--- config.mk ---
export PLATFORM = sky130hd
export DESIGN_NAME = ascii_length_frame_receiver_top
export DESIGN_NICKNAME = d
export VERILOG_FILES = /design/src/sv/alfr_pkg.sv /design/src/sv/alfr_core.sv /design/src/sv/ascii_length_frame_receiver_top.sv
export SDC_FILE = /design/constraint.sdc
export NUM_CORES = 1
export LEC_CHECK = 0
export BUFFER_PORTS_ARGS = -buffer_cell sky130_fd_sc_hd__clkbuf_2
export CAP_MARGIN = 5
export CORE_MARGIN = 4
export CORE_UTILIZATION = 45
export CTS_CLUSTER_DIAMETER = 150
export DETAILED_ROUTE_END_ITERATION = 6
export SYNTH_ARGS = -nofsm -noshare
export SYNTH_HDL_FRONTEND = slang
export SYNTH_SLANG_ARGS = --single-unit
--- constraint.sdc ---
create_clock -name clk -period 8.15 [get_ports clk]
set_input_delay 0.815 -clock clk [delete_from_list [all_inputs] [get_ports clk]]
set_output_delay 0.815 -clock clk [all_outputs]
set_load 0.005 [all_outputs]
--- src/sv/alfr_pkg.sv ---
// Shared types and constants of the ASCII length frame receiver.
// Used by alfr_core and ascii_length_frame_receiver_top; depends on nothing else.
package alfr_pkg;

    // Kinds of input beat.
    localparam logic OP_BYTE = 1'b0;
    localparam logic OP_TICK = 1'b1;

    // Kinds of result beat.
    localparam logic KIND_DATA  = 1'b0;
    localparam logic KIND_ERROR = 1'b1;

    // Error codes.
    localparam logic [1:0] ERR_COUNT_NOT_DIGIT = 2'd0;
    localparam logic [1:0] ERR_BAD_LENGTH      = 2'd1;
    localparam logic [1:0] ERR_TOO_LONG        = 2'd2;
    localparam logic [1:0] ERR_TIMEOUT         = 2'd3;

    // Configuration register indexes.
    localparam logic [1:0] REG_START_MARKER  = 2'd0;
    localparam logic [1:0] REG_TIMEOUT_TICKS = 2'd1;
    localparam logic [1:0] REG_MAX_FRAME     = 2'd2;

    // Reset values of the configuration registers.
    localparam logic [31:0] START_MARKER_RESET  = 32'd0;
    localparam logic [15:0] TIMEOUT_TICKS_RESET = 16'd300;
    localparam logic [15:0] MAX_FRAME_RESET     = 16'd4500;

    // Character and length constants.
    localparam logic [7:0]  CHAR_ZERO   = 8'h30;
    localparam logic [7:0]  CHAR_NINE   = 8'h39;
    localparam logic [2:0]  ID_BYTES    = 3'd4;
    localparam logic [16:0] ACCUM_MAX   = 17'h1FFFF;
    localparam logic [15:0] IDLE_MAX    = 16'hFFFF;
    localparam logic [1:0]  WINDOW_FULL = 2'd3;

    typedef enum logic [1:0] {
        PH_HUNT   = 2'd0,
        PH_COUNT  = 2'd1,
        PH_DIGITS = 2'd2,
        PH_BODY   = 2'd3
    } phase_t;

    typedef struct packed {
        logic       op;
        logic [7:0] rx_byte;
    } item_t;

    typedef struct packed {
        logic [31:0] start_marker;
        logic [15:0] timeout_ticks;
        logic [15:0] max_frame;
    } cfg_t;

    typedef struct packed {
        logic       valid;
        logic       kind;
        logic [7:0] frame_byte;
        logic       is_id;
        logic       last;
        logic [1:0] error_code;
    } result_t;

endpackage

--- src/sv/alfr_core.sv ---
// Frame parser state machine and datapath: one item per step, at most one result.
// Depends on alfr_pkg for the phase type, item, configuration and result structs.
module alfr_core
(
    input  logic             clk,
    input  logic             rst_n,
    input  logic             step,
    input  alfr_pkg::item_t  item,
    input  alfr_pkg::cfg_t   cfg,
    output alfr_pkg::result_t res
);
    import alfr_pkg::*;

    phase_t      phase_reg, phase_next;
    logic [23:0] window_reg, window_next;
    logic [1:0]  fill_reg, fill_next;
    logic [3:0]  expected_reg, expected_next;
    logic [3:0]  seen_reg, seen_next;
    logic [16:0] accum_reg, accum_next;
    logic        bad_reg, bad_next;
    logic [15:0] left_reg, left_next;
    logic [15:0] idle_reg, idle_next;

    logic        go_hunt, go_count, go_digits, go_body;
    logic        is_digit;
    logic [3:0]  digit_val;
    logic [31:0] cand;
    logic [15:0] idle_inc;
    logic [20:0] prod;
    logic [16:0] accum_upd;
    logic [3:0]  seen_inc;
    logic        bad_upd;
    logic [17:0] frame_len;

    assign is_digit  = (item.rx_byte >= CHAR_ZERO) && (item.rx_byte <= CHAR_NINE);
    assign digit_val = 4'(item.rx_byte - CHAR_ZERO);
    assign cand      = {window_reg, item.rx_byte};
    assign idle_inc  = (idle_reg < IDLE_MAX) ? idle_reg + 16'd1 : idle_reg;
    assign prod      = 21'(accum_reg) * 21'd10 + 21'(digit_val);
    assign accum_upd = is_digit ? ((prod > 21'(ACCUM_MAX)) ? ACCUM_MAX : prod[16:0])
                                : accum_reg;
    assign bad_upd   = bad_reg || !is_digit
                     || (is_digit && seen_reg == 4'd0 && item.rx_byte == CHAR_ZERO
                         && expected_reg > 4'd1);
    assign seen_inc  = seen_reg + 4'd1;
    assign frame_len = 18'(accum_upd) + 18'(ID_BYTES);

    // Datapath and result decode.
    always_comb
    begin
        window_next   = window_reg;
        fill_next     = fill_reg;
        expected_next = expected_reg;
        seen_next     = seen_reg;
        accum_next    = accum_reg;
        bad_next      = bad_reg;
        left_next     = left_reg;
        idle_next     = idle_reg;
        go_hunt       = 1'b0;
        go_count      = 1'b0;
        go_digits     = 1'b0;
        go_body       = 1'b0;
        res           = '0;

        if (item.op == OP_TICK)
        begin
            if (idle_inc >= cfg.timeout_ticks)
            begin
                idle_next = '0;
                if (phase_reg != PH_HUNT)
                begin
                    res.valid      = 1'b1;
                    res.kind       = KIND_ERROR;
                    res.error_code = ERR_TIMEOUT;
                    go_hunt        = 1'b1;
                end
                else
                begin
                    window_next = '0;
                    fill_next   = '0;
                end
            end
            else
            begin
                idle_next = idle_inc;
            end
        end
        else
        begin
            idle_next = '0;
            case (phase_reg)
                PH_HUNT:
                begin
                    if (fill_reg == WINDOW_FULL && cand == cfg.start_marker)
                    begin
                        window_next = '0;
                        fill_next   = '0;
                        go_count    = 1'b1;
                    end
                    else
                    begin
                        window_next = cand[23:0];
                        if (fill_reg != WINDOW_FULL)
                        begin
                            fill_next = fill_reg + 2'd1;
                        end
                    end
                end
                PH_COUNT:
                begin
                    if (!is_digit)
                    begin
                        res.valid      = 1'b1;
                        res.kind       = KIND_ERROR;
                        res.error_code = ERR_COUNT_NOT_DIGIT;
                        go_hunt        = 1'b1;
                    end
                    else if (item.rx_byte == CHAR_ZERO)
                    begin
                        res.valid      = 1'b1;
                        res.kind       = KIND_ERROR;
                        res.error_code = ERR_BAD_LENGTH;
                        go_hunt        = 1'b1;
                    end
                    else
                    begin
                        expected_next = digit_val;
                        seen_next     = '0;
                        accum_next    = '0;
                        bad_next      = 1'b0;
                        go_digits     = 1'b1;
                    end
                end
                PH_DIGITS:
                begin
                    accum_next = accum_upd;
                    bad_next   = bad_upd;
                    seen_next  = seen_inc;
                    if (seen_inc >= expected_reg)
                    begin
                        if (bad_upd)
                        begin
                            res.valid      = 1'b1;
                            res.kind       = KIND_ERROR;
                            res.error_code = ERR_BAD_LENGTH;
                            go_hunt        = 1'b1;
                        end
                        else if (frame_len > 18'(cfg.max_frame))
                        begin
                            res.valid      = 1'b1;
                            res.kind       = KIND_ERROR;
                            res.error_code = ERR_TOO_LONG;
                            go_hunt        = 1'b1;
                        end
                        else
                        begin
                            left_next = frame_len[15:0];
                            go_body   = 1'b1;
                        end
                    end
                end
                PH_BODY:
                begin
                    res.valid      = 1'b1;
                    res.kind       = KIND_DATA;
                    res.frame_byte = item.rx_byte;
                    res.is_id      = (17'(left_reg) > accum_reg);
                    res.last       = (left_reg <= 16'd1);
                    if (left_reg <= 16'd1)
                    begin
                        go_hunt = 1'b1;
                    end
                    else
                    begin
                        left_next = left_reg - 16'd1;
                    end
                end
                default:
                begin
                    go_hunt = 1'b1;
                end
            endcase
        end

        // Leaving a frame for any reason starts the hunt from a clean slate.
        if (go_hunt)
        begin
            window_next   = '0;
            fill_next     = '0;
            expected_next = '0;
            seen_next     = '0;
            accum_next    = '0;
            bad_next      = 1'b0;
            left_next     = '0;
        end
    end

    // Next phase.
    always_comb
    begin
        phase_next = phase_reg;
        if (go_hunt)
        begin
            phase_next = PH_HUNT;
        end
        else if (go_count)
        begin
            phase_next = PH_COUNT;
        end
        else if (go_digits)
        begin
            phase_next = PH_DIGITS;
        end
        else if (go_body)
        begin
            phase_next = PH_BODY;
        end
    end

    always_ff @(posedge clk or negedge rst_n)
    begin
        if (!rst_n)
        begin
            phase_reg    <= PH_HUNT;
            window_reg   <= '0;
            fill_reg     <= '0;
            expected_reg <= '0;
            seen_reg     <= '0;
            accum_reg    <= '0;
            bad_reg      <= 1'b0;
            left_reg     <= '0;
            idle_reg     <= '0;
        end
        else if (step)
        begin
            phase_reg    <= phase_next;
            window_reg   <= window_next;
            fill_reg     <= fill_next;
            expected_reg <= expected_next;
            seen_reg     <= seen_next;
            accum_reg    <= accum_next;
            bad_reg      <= bad_next;
            left_reg     <= left_next;
            idle_reg     <= idle_next;
        end
    end

    // An error always sends the parser back to hunting with an empty window.
    a_error_hunts: assert property (@(posedge clk) disable iff (!rst_n)
        step && res.valid && res.kind == KIND_ERROR
        |=> phase_reg == PH_HUNT && fill_reg == 2'd0)
        else $error("error result did not return the parser to hunting");

    // While forwarding there is always at least one byte left to send.
    a_body_nonempty: assert property (@(posedge clk) disable iff (!rst_n)
        phase_reg == PH_BODY |-> left_reg != 16'd0)
        else $error("body phase with no bytes left");

    // Collecting length digits needs a nonzero digit count.
    a_digits_expected: assert property (@(posedge clk) disable iff (!rst_n)
        phase_reg == PH_DIGITS |-> expected_reg != 4'd0 && seen_reg < expected_reg)
        else $error("digit counters inconsistent");

    // A forwarded last byte ends the frame.
    a_last_ends: assert property (@(posedge clk) disable iff (!rst_n)
        step && res.valid && res.kind == KIND_DATA && res.last |=> phase_reg == PH_HUNT)
        else $error("last byte did not end the frame");

endmodule

--- src/sv/ascii_length_frame_receiver_top.sv ---
// Top level of the ASCII length frame receiver: configuration registers,
// input and result registers around alfr_core. Depends on alfr_pkg and alfr_core.
//
// The receiver takes one beat per clock unless stalled: a byte (op 0) or one time
// tick (op 1). It hunts for the four-byte start_marker, then reads one ASCII
// digit n and n decimal length digits L, and forwards the next L+4 bytes
// (four ID bytes, then the payload, with last on the final one). A zero count,
// a leading zero or any non-digit in the length, a frame longer than
// max_frame, or timeout_ticks idle ticks in a partial frame produce one error
// beat instead, and the consumer should drop what it already received of that
// frame. Each beat passes through an input register and a single step of
// parsing logic into the result register, so a beat is accepted every cycle in
// which in_stall is low, and its result, if any, is presented on the outputs
// from the result register. The input register lets one new beat enter while a
// finished result still waits; only when that result is stalled and the input
// register is also full does in_stall rise. Configuration writes go to
// wr_index 0 (start marker), 1 (timeout ticks) and 2 (maximum frame) and
// should be made only while the block is idle; other indexes are ignored.
module ascii_length_frame_receiver_top
(
    input  logic        clk,
    input  logic        rst_n,

    input  logic        wr_en,
    input  logic [1:0]  wr_index,
    input  logic [31:0] wr_data,

    input  logic        in_valid,
    output logic        in_stall,
    input  logic        op,
    input  logic [7:0]  rx_byte,

    output logic        out_valid,
    input  logic        out_stall,
    output logic        kind,
    output logic [7:0]  frame_byte,
    output logic        is_id,
    output logic        last,
    output logic [1:0]  error_code
);
    import alfr_pkg::*;

    cfg_t    cfg_reg;
    item_t   item_reg;
    logic    item_valid_reg;
    result_t out_reg;
    result_t core_res;
    logic    advance;
    logic    step;
    logic    in_accept;

    // The result register can take a new value when it is empty or being read.
    assign advance   = !out_reg.valid || !out_stall;
    assign step      = item_valid_reg && advance;
    assign in_stall  = item_valid_reg && !advance;
    assign in_accept = in_valid && !in_stall;

    always_ff @(posedge clk or negedge rst_n)
    begin
        if (!rst_n)
        begin
            cfg_reg.start_marker  <= START_MARKER_RESET;
            cfg_reg.timeout_ticks <= TIMEOUT_TICKS_RESET;
            cfg_reg.max_frame     <= MAX_FRAME_RESET;
        end
        else if (wr_en)
        begin
            case (wr_index)
                REG_START_MARKER:  cfg_reg.start_marker  <= wr_data;
                REG_TIMEOUT_TICKS: cfg_reg.timeout_ticks <= wr_data[15:0];
                REG_MAX_FRAME:     cfg_reg.max_frame     <= wr_data[15:0];
                default:           cfg_reg               <= cfg_reg;
            endcase
        end
    end

    // Input register: holds one beat until the parser steps on it.
    always_ff @(posedge clk or negedge rst_n)
    begin
        if (!rst_n)
        begin
            item_valid_reg <= 1'b0;
        end
        else if (in_accept)
        begin
            item_valid_reg <= 1'b1;
        end
        else if (step)
        begin
            item_valid_reg <= 1'b0;
        end
    end

    always_ff @(posedge clk)
    begin
        if (in_accept)
        begin
            item_reg.op      <= op;
            item_reg.rx_byte <= rx_byte;
        end
    end

    alfr_core u_core
    (
        .clk   (clk),
        .rst_n (rst_n),
        .step  (step),
        .item  (item_reg),
        .cfg   (cfg_reg),
        .res   (core_res)
    );

    // Result register.
    always_ff @(posedge clk or negedge rst_n)
    begin
        if (!rst_n)
        begin
            out_reg <= '0;
        end
        else if (advance)
        begin
            out_reg.valid <= step && core_res.valid;
            if (step && core_res.valid)
            begin
                out_reg.kind       <= core_res.kind;
                out_reg.frame_byte <= core_res.frame_byte;
                out_reg.is_id      <= core_res.is_id;
                out_reg.last       <= core_res.last;
                out_reg.error_code <= core_res.error_code;
            end
        end
    end

    assign out_valid  = out_reg.valid;
    assign kind       = out_reg.kind;
    assign frame_byte = out_reg.frame_byte;
    assign is_id      = out_reg.is_id;
    assign last       = out_reg.last;
    assign error_code = out_reg.error_code;

endmodule
# == Word level (Yosys, flattened, before mapping) ==
# Cells that the tools add are included.
# totals
latch_bits,0
mem_bits_ro,0
regBits,174
n_memories,0
ram_bits,0
out_inout_bits,15
# op_classes
eq_ne,19
n_addsub,7
div,0
n_reduce_logical,39
shifts,0
bitwise,0
magnitude_cmp,10
mux,91
n_mul,1
# ops
cell,count
16-bit 2-to-1 mux,9
24-bit 2-to-1 mux,6
17-bit 2-to-1 mux,6
2-bit 2-to-1 mux,24
4-bit 2-to-1 mux,9
17-bit case mux with 2 select lines,1
32-bit equality test,1
16-bit case mux with 2 select lines,1
1-bit 2-to-1 mux,28
21-bit by 4-bit adder with 21-bit output,1
21-bit by 17-bit > comparator with 1-bit output (second input constant),1
17-bit by 3-bit multiplier with 20-bit output (second input constant),1
10-bit 2-to-1 mux,2
17-bit by 3-bit adder with 18-bit output (second input constant),1
18-bit by 16-bit > comparator with 1-bit output,1
16-bit by 17-bit > comparator with 1-bit output,1
16-bit by 1-bit adder with 16-bit output (second input constant),1
16-bit >= comparator,1
16-bit by 1-bit <= comparator with 1-bit output (second input constant),1
16-bit less-than comparator (second input constant),1
16-bit by 1-bit subtractor with 16-bit output (second input constant),1
3-bit by 2-bit inequality test with 1-bit output (second input constant),5
5-bit AND reduction,3
2-bit AND reduction,5
28 further kinds,56

# == Logic depth before layout (Yosys ltp) ==
# logic_depth
depth_word,16
mapped_depth,34

# == Hierarchy ==
# Synthesis repeated with hierarchy kept, for this count alone.
# unflattened
cells_unflattened,1243
area_unflattened_um2,11987.7
# by_module_without_submodules
mod,cells_per_inst,area_per_inst_um2,n_inst
alfr_core,1060,8714.6,1
ascii_length_frame_receiver_top,183,3273.1,1

# == Worst setup path after synthesis ==
# Ideal clock, no wire load.
# synth_path
path_type,register to register
startpoint,register u_core.accum_reg[1]
endpoint,register u_core.left_reg[9]
t_required_ns,8.075
arrival_ns,7.309
setup_slack_ns,0.766
period_less_slack_ns,7.384
stages_incl_launch_ff,34
setup_time_ns,0.075
path_buffers,4
path_cell_list,dfrtp_1 > ha_1 > ha_1 > inv_1 > fa_1 > nand2b_1 > a211oi_2 > o21a_1 > o221ai_1 > nor4_4 > and3b_2 > mux2i_2 > clkbuf_1 > clkbuf_1 > nor2_1 > a21oi_1 > ha_1 > a21boi_0 > or3b_2 > xnor2_1 > ha_1 > and3_1 > nand3_1 > nor3_1 > nand4_1 > o221ai_1 > nor2b_1 > o211ai_1 > mux2i_1 > o21ai_1 > or4_4 > buf_6 > buf_6 > o2bb2ai_2
# synth_between
elab_chain_len,14
# synth_rtl
element,line,rtl
start: declaration,alfr_core.sv:19,"logic [16:0] accum_reg, accum_next;"
start signal: assignment,alfr_core.sv:241,accum_reg <= accum_next;
17-bit by 3-bit multiplier with 20-bit output,alfr_core.sv:39,assign prod = 21'(accum_reg) * 21'd10 + 21'(digit_val);
21-bit by 4-bit adder with 21-bit output,alfr_core.sv:39,
21-bit by 17-bit > comparator with 1-bit output,alfr_core.sv:40,assign accum_upd = is_digit ? ((prod > 21'(ACCUM_MAX)) ? ACCUM_MAX : prod[16:0])
17-bit 2-to-1 mux,alfr_core.sv:40,
17-bit 2-to-1 mux (*),alfr_core.sv:40,
17-bit by 3-bit adder with 18-bit output (*),alfr_core.sv:46,assign frame_len = 18'(accum_upd) + 18'(ID_BYTES);
18-bit by 16-bit > comparator with 1-bit output,alfr_core.sv:148,else if (frame_len > 18'(cfg.max_frame))
1-bit 2-to-1 mux,alfr_core.sv:148,
1-bit 2-to-1 mux,alfr_core.sv:141,if (bad_upd)
1-bit 2-to-1 mux,alfr_core.sv:139,if (seen_inc >= expected_reg)
1-bit case mux with 3 select lines,alfr_core.sv:91,case (phase_reg)
1-bit 2-to-1 mux,alfr_core.sv:65,if (item.op == OP_TICK)
3-bit by 2-bit inequality test with 1-bit output (no line) (tied with other cells),--,
7-bit AND reduction (no line),--,
end signal: assignment,alfr_core.sv:243,left_reg <= left_next;
end: declaration,alfr_core.sv:21,"logic [15:0] left_reg, left_next;"
# Mark *: on every way between the ends. The rest lies on a longest branch, timed or not. The select of a mux whose other input is x is not followed.
# A chain may end at the register's enable or synchronous reset.

# == Worst setup path in the final report ==
# layout_path
startpoint,register u_core.accum_reg[1]
endpoint,register u_core.left_reg[15]
# The elaborated chain is that of the path after synthesis.

==> results.tsv <==
stage	metric	value	unit
run_status	status	finished, final reports clean	
setup_path	path_common_cell	ha_1	
cts	cts-root-to-sink-buffers	2	
logic_synthesis	synth-xor-area-share	5.591	%
setup_path	max_stage_delay	0.62	ns
global_route	grt-ovfl-total	0	
route	drt.antenna.violating_nets	0	
logic_synthesis	syn-num-nets	1361	
pwr	peakVddDrop	0.1639	mV
pwr	power.share.sequential	38.5	%
logic_synthesis	ys.flop_type	dfrtp_1	
global_route	antenna_found_initial	0	
timing	worst_pin_slew	0.9637	ns
timing	totalNegativeSetupSlack	0	ns
pwr	comb_power_share	35.7	%
logic_synthesis	synth-edff-count	9	
layout	layout-drive-gt1-share	18.98	%
setup_path	cpLargestDelayFamily	simple AND/OR/NAND/NOR gates	
die	die_outline_area	28920	µm²
cts	tritoncts_clock_tree	done	
layout	total_inserted_antenna_cells	0	
timing	fin_worst_skew	0.01848	ns
global_route	grt_pass1_vias	9284	
setup_path	worstPathMaxFanout	14	
logic_synthesis	ys_seq_elements	174	
logic_synthesis	main_combinational_cell_family_by_area_after_synthesis	compound AO/OA/AOI/OAI gates	
pwr	netSwitchingFraction	38.56	%
logic_synthesis	synthesis.instances	1215	
timing	slew_violations	0	
layout	multi_input_area	6987	µm²
min_path	class_of_the_tightest_hold_or_removal_check	in -> async	
global_route	grt_start_max_net_pins	99	
pwr	p_sw	1.252	mW
setup_path	worstPathArrival	7.98	ns
logic_synthesis	yosys-mux-area-fraction	7.222	%
setup_path	cp_data_required_time	8.51	ns
timing	min_period_over_period	93.44	%
layout	num-fill-cells	2343	
setup_path	cp_num_buf_inv	2	
die	initial_core_util	45.60	%
job	cap_violations	0	
setup_path	setup.worst_path.class	reg -> reg	
timing	report.final.setup_viol	0	
layout	sequential_cell_area	4410	µm²
logic_synthesis	synth-adder-area-share	10.50	%
global_route	grt_pass1_wl	49600	µm
place	dp_hpwl	23110	µm
setup_path	crit_path_top_delay_cell	or4_4	
layout	largest_register_ff_count	64	
logic_synthesis	yosys.area_share.simple	16.12	%
pwr	power_density	245.6	nW/µm²
logic_synthesis	postSynth.asyncResetShare	94.83	%
cts	cts_inserted_buffers	17	
global_route	global_route.usage.total	21.36	%
layout	flow.area_growth_from_synthesis	11.83	%
layout	num-nets-final	1424	
logic_synthesis	synthesis.area_per_instance	9.725	µm²
pwr	report.power.total	3.246	mW
pwr	power.leakage	6.160	nW
timing	timing.slew.headroom	35.71	%
logic_synthesis	synth_warnings	0	
die	std_cell_rows	59	
route	via_per_inst	5.736	
cts	clkTransAtPathRegs	0.08	ns
logic_synthesis	synth_top_area_share	33.04	%
setup_path	ff2ff_setup_slack	0.53	ns
logic_synthesis	netlist_top_cells_area	dfrtp_1, ha_1, mux2_2	
pwr	clock_power_share	25.9	%
timing	final_hold_violation_count	0	
die	chipHeight	170.0	µm
route	drt_first_pass_iters	5	
route	detailed_route_wl	30720	µm
logic_synthesis	seq_area_frac_synth	37.33	%
place	routabilityCongestion	0.9019	
die	design.portCount	63	
cts	clock_sink_count	174	
die	coreArea	25910	µm²
route	via_count	9327	
logic_synthesis	synth_top_cell_by_area	dfrtp_1	
logic_synthesis	syn_area	11820	µm²
setup_path	worstSetupStartpointType	register	
logic_synthesis	synth_compound_area_share	19.22	%
logic_synthesis	post_synth_num_cell_types	91	
route	drt_first_iter_violations	710	
setup_path	critical_path.endpoint_type	register	
cts	worstSkewPairLatency	0.45	ns
die	chipWidth	170.0	µm
timing	finalHoldWorstSlack	0.4446	ns
place	io_buffers	62	
route	detail_route.drc_violations	0	
pwr	internal_power	1.994	mW
cts	clock_tree.root_cell	clkbuf_16	
route	avgRoutedWirePerCell	18.89	µm
timing	max_freq	131.3	MHz
cts	htreeDepth	4	
timing	grt_setup_unrepaired	false	
timing	finalWorstPathRequiredPeriod	7.615	ns
[Yosys cell counts (all sizes together), types with 5 or more instances]
cell type / n
edfxtp: 9
and3: 18
o22ai: 11
dfrtp: 156
o2bb2ai: 14
nor2b: 15
clkbuf: 26
nor3: 33
inv: 79
nor4: 19
nor3b: 8
and2: 13
a211o: 5
o31ai: 8
mux2i: 8
nand2b: 12
or3: 7
a21o: 27
a211oi: 10
a22o: 30
or2: 7
nor2: 74
a31oi: 8
dfstp: 9
xor2: 52
mux2: 68
nand2: 82
xnor2: 20
o21a: 15
nand4: 12
a21oi: 58
o22a: 12
buf: 14
o21ai: 80
ha: 96
nand3: 46
[timing repair]
action                                  in CTS  in global routing
gates resized for setup                      0                  8
endpoints found under the setup margin       0                 38
setup buffers                                0                  4
hold buffers                                 0                  0
[cell families after synthesis]
group / after synthesis
AO/OA/AOI/OAI: 311
XOR/XNOR: 72
adder cells (fa/ha/maj): 98
buffers and inverters: 119
flip-flops: 174
multiplexers: 76
AND/OR/NAND/NOR: 365
[cell usage in the layout, fill, tap and decap left out, drive strengths merged, types with 8 or more instances in the layout]
cell / count
and3: 18
nor2: 74
o2bb2ai: 14
o21a: 15
inv: 87
o31ai: 8
nor4: 19
o21ai: 80
nor2b: 15
mux2i: 8
buf: 23
nor3b: 8
a211oi: 10
nor3: 33
and2: 13
dfstp: 9
xor2: 52
a22o: 30
edfxtp: 9
nand3: 46
a31oi: 8
nand2b: 12
clkbuf: 78
o22a: 12
nand2: 82
dfrtp: 156
o22ai: 11
a21oi: 58
ha: 96
a21o: 27
nand4: 12
xnor2: 20
mux2: 68
[per-layer routing]
| layer | global-route usage (%) | part of all wire, % | wire length (µm) | up-vias |
|---|---|---|---|---|
| li1 | - | - | - | 4559 |
| met1 | 30.42 | 48 | 14760 | 4565 |
| met4 | 3.889 | 0.94 | 289 | 0 |
| met3 | 3.391 | 3.7 | 1125 | 26 |
| met5 | 0 | 0 | 0 | - |
| met2 | 34.94 | 47 | 14550 | 177 |
[power by group through the flow]
stage | registers (mW) | clock network [mW] | logic [mW]
after global routing | 1.27 | 0.888 | 1.30
after floorplan | 1.20 | 0 | 0.861
after detailed placement | 1.26 | 0 | 1.14
after CTS | 1.25 | 0.854 | 1.14
final | 1.25 | 0.840 | 1.16
after global placement | 1.26 | 0 | 1.12
[final timing paths]
path                                startpoint                   to  cells past startpoint
max                        u_core.accum_reg[1]  u_core.left_reg[15]                     31
min                                      rst_n          cfg_reg[25]                      1
max reg2reg                u_core.accum_reg[1]  u_core.left_reg[15]                     31
min reg2reg                     u_core.bad_reg       u_core.bad_reg                      2
max in group asynchronous                rst_n  u_core.left_reg[13]                      2
min in group clk                u_core.bad_reg       u_core.bad_reg                      2
[final cells by class]
type                    count  share of cell area, %
multi-input cells         922                  52.87
flip-flops and latches    174                  33.38
repair buffers             84                  3.740
clock buffers              17                  3.219
well taps                 335                  3.172
inverters                  79                  2.244
clock inverters            15                  1.373
[per-stage QoR]
stage          worst slack (ns)  cell area [µm²]  instances  util, %
2_1_floorplan            0.7660            11820       1215        -
3_3_place_gp             0.4516            12520       1590    48.32
3_5_place_dp             0.2721            12520       1590    48.32
4_1_cts                  0.2334            13130       1622    50.66
5_1_grt                 0.04429            13210       1626    51.00
6_report                 0.5349            13210       1626    51.00
No activity file was read; power rests on OpenSTA's default activity.
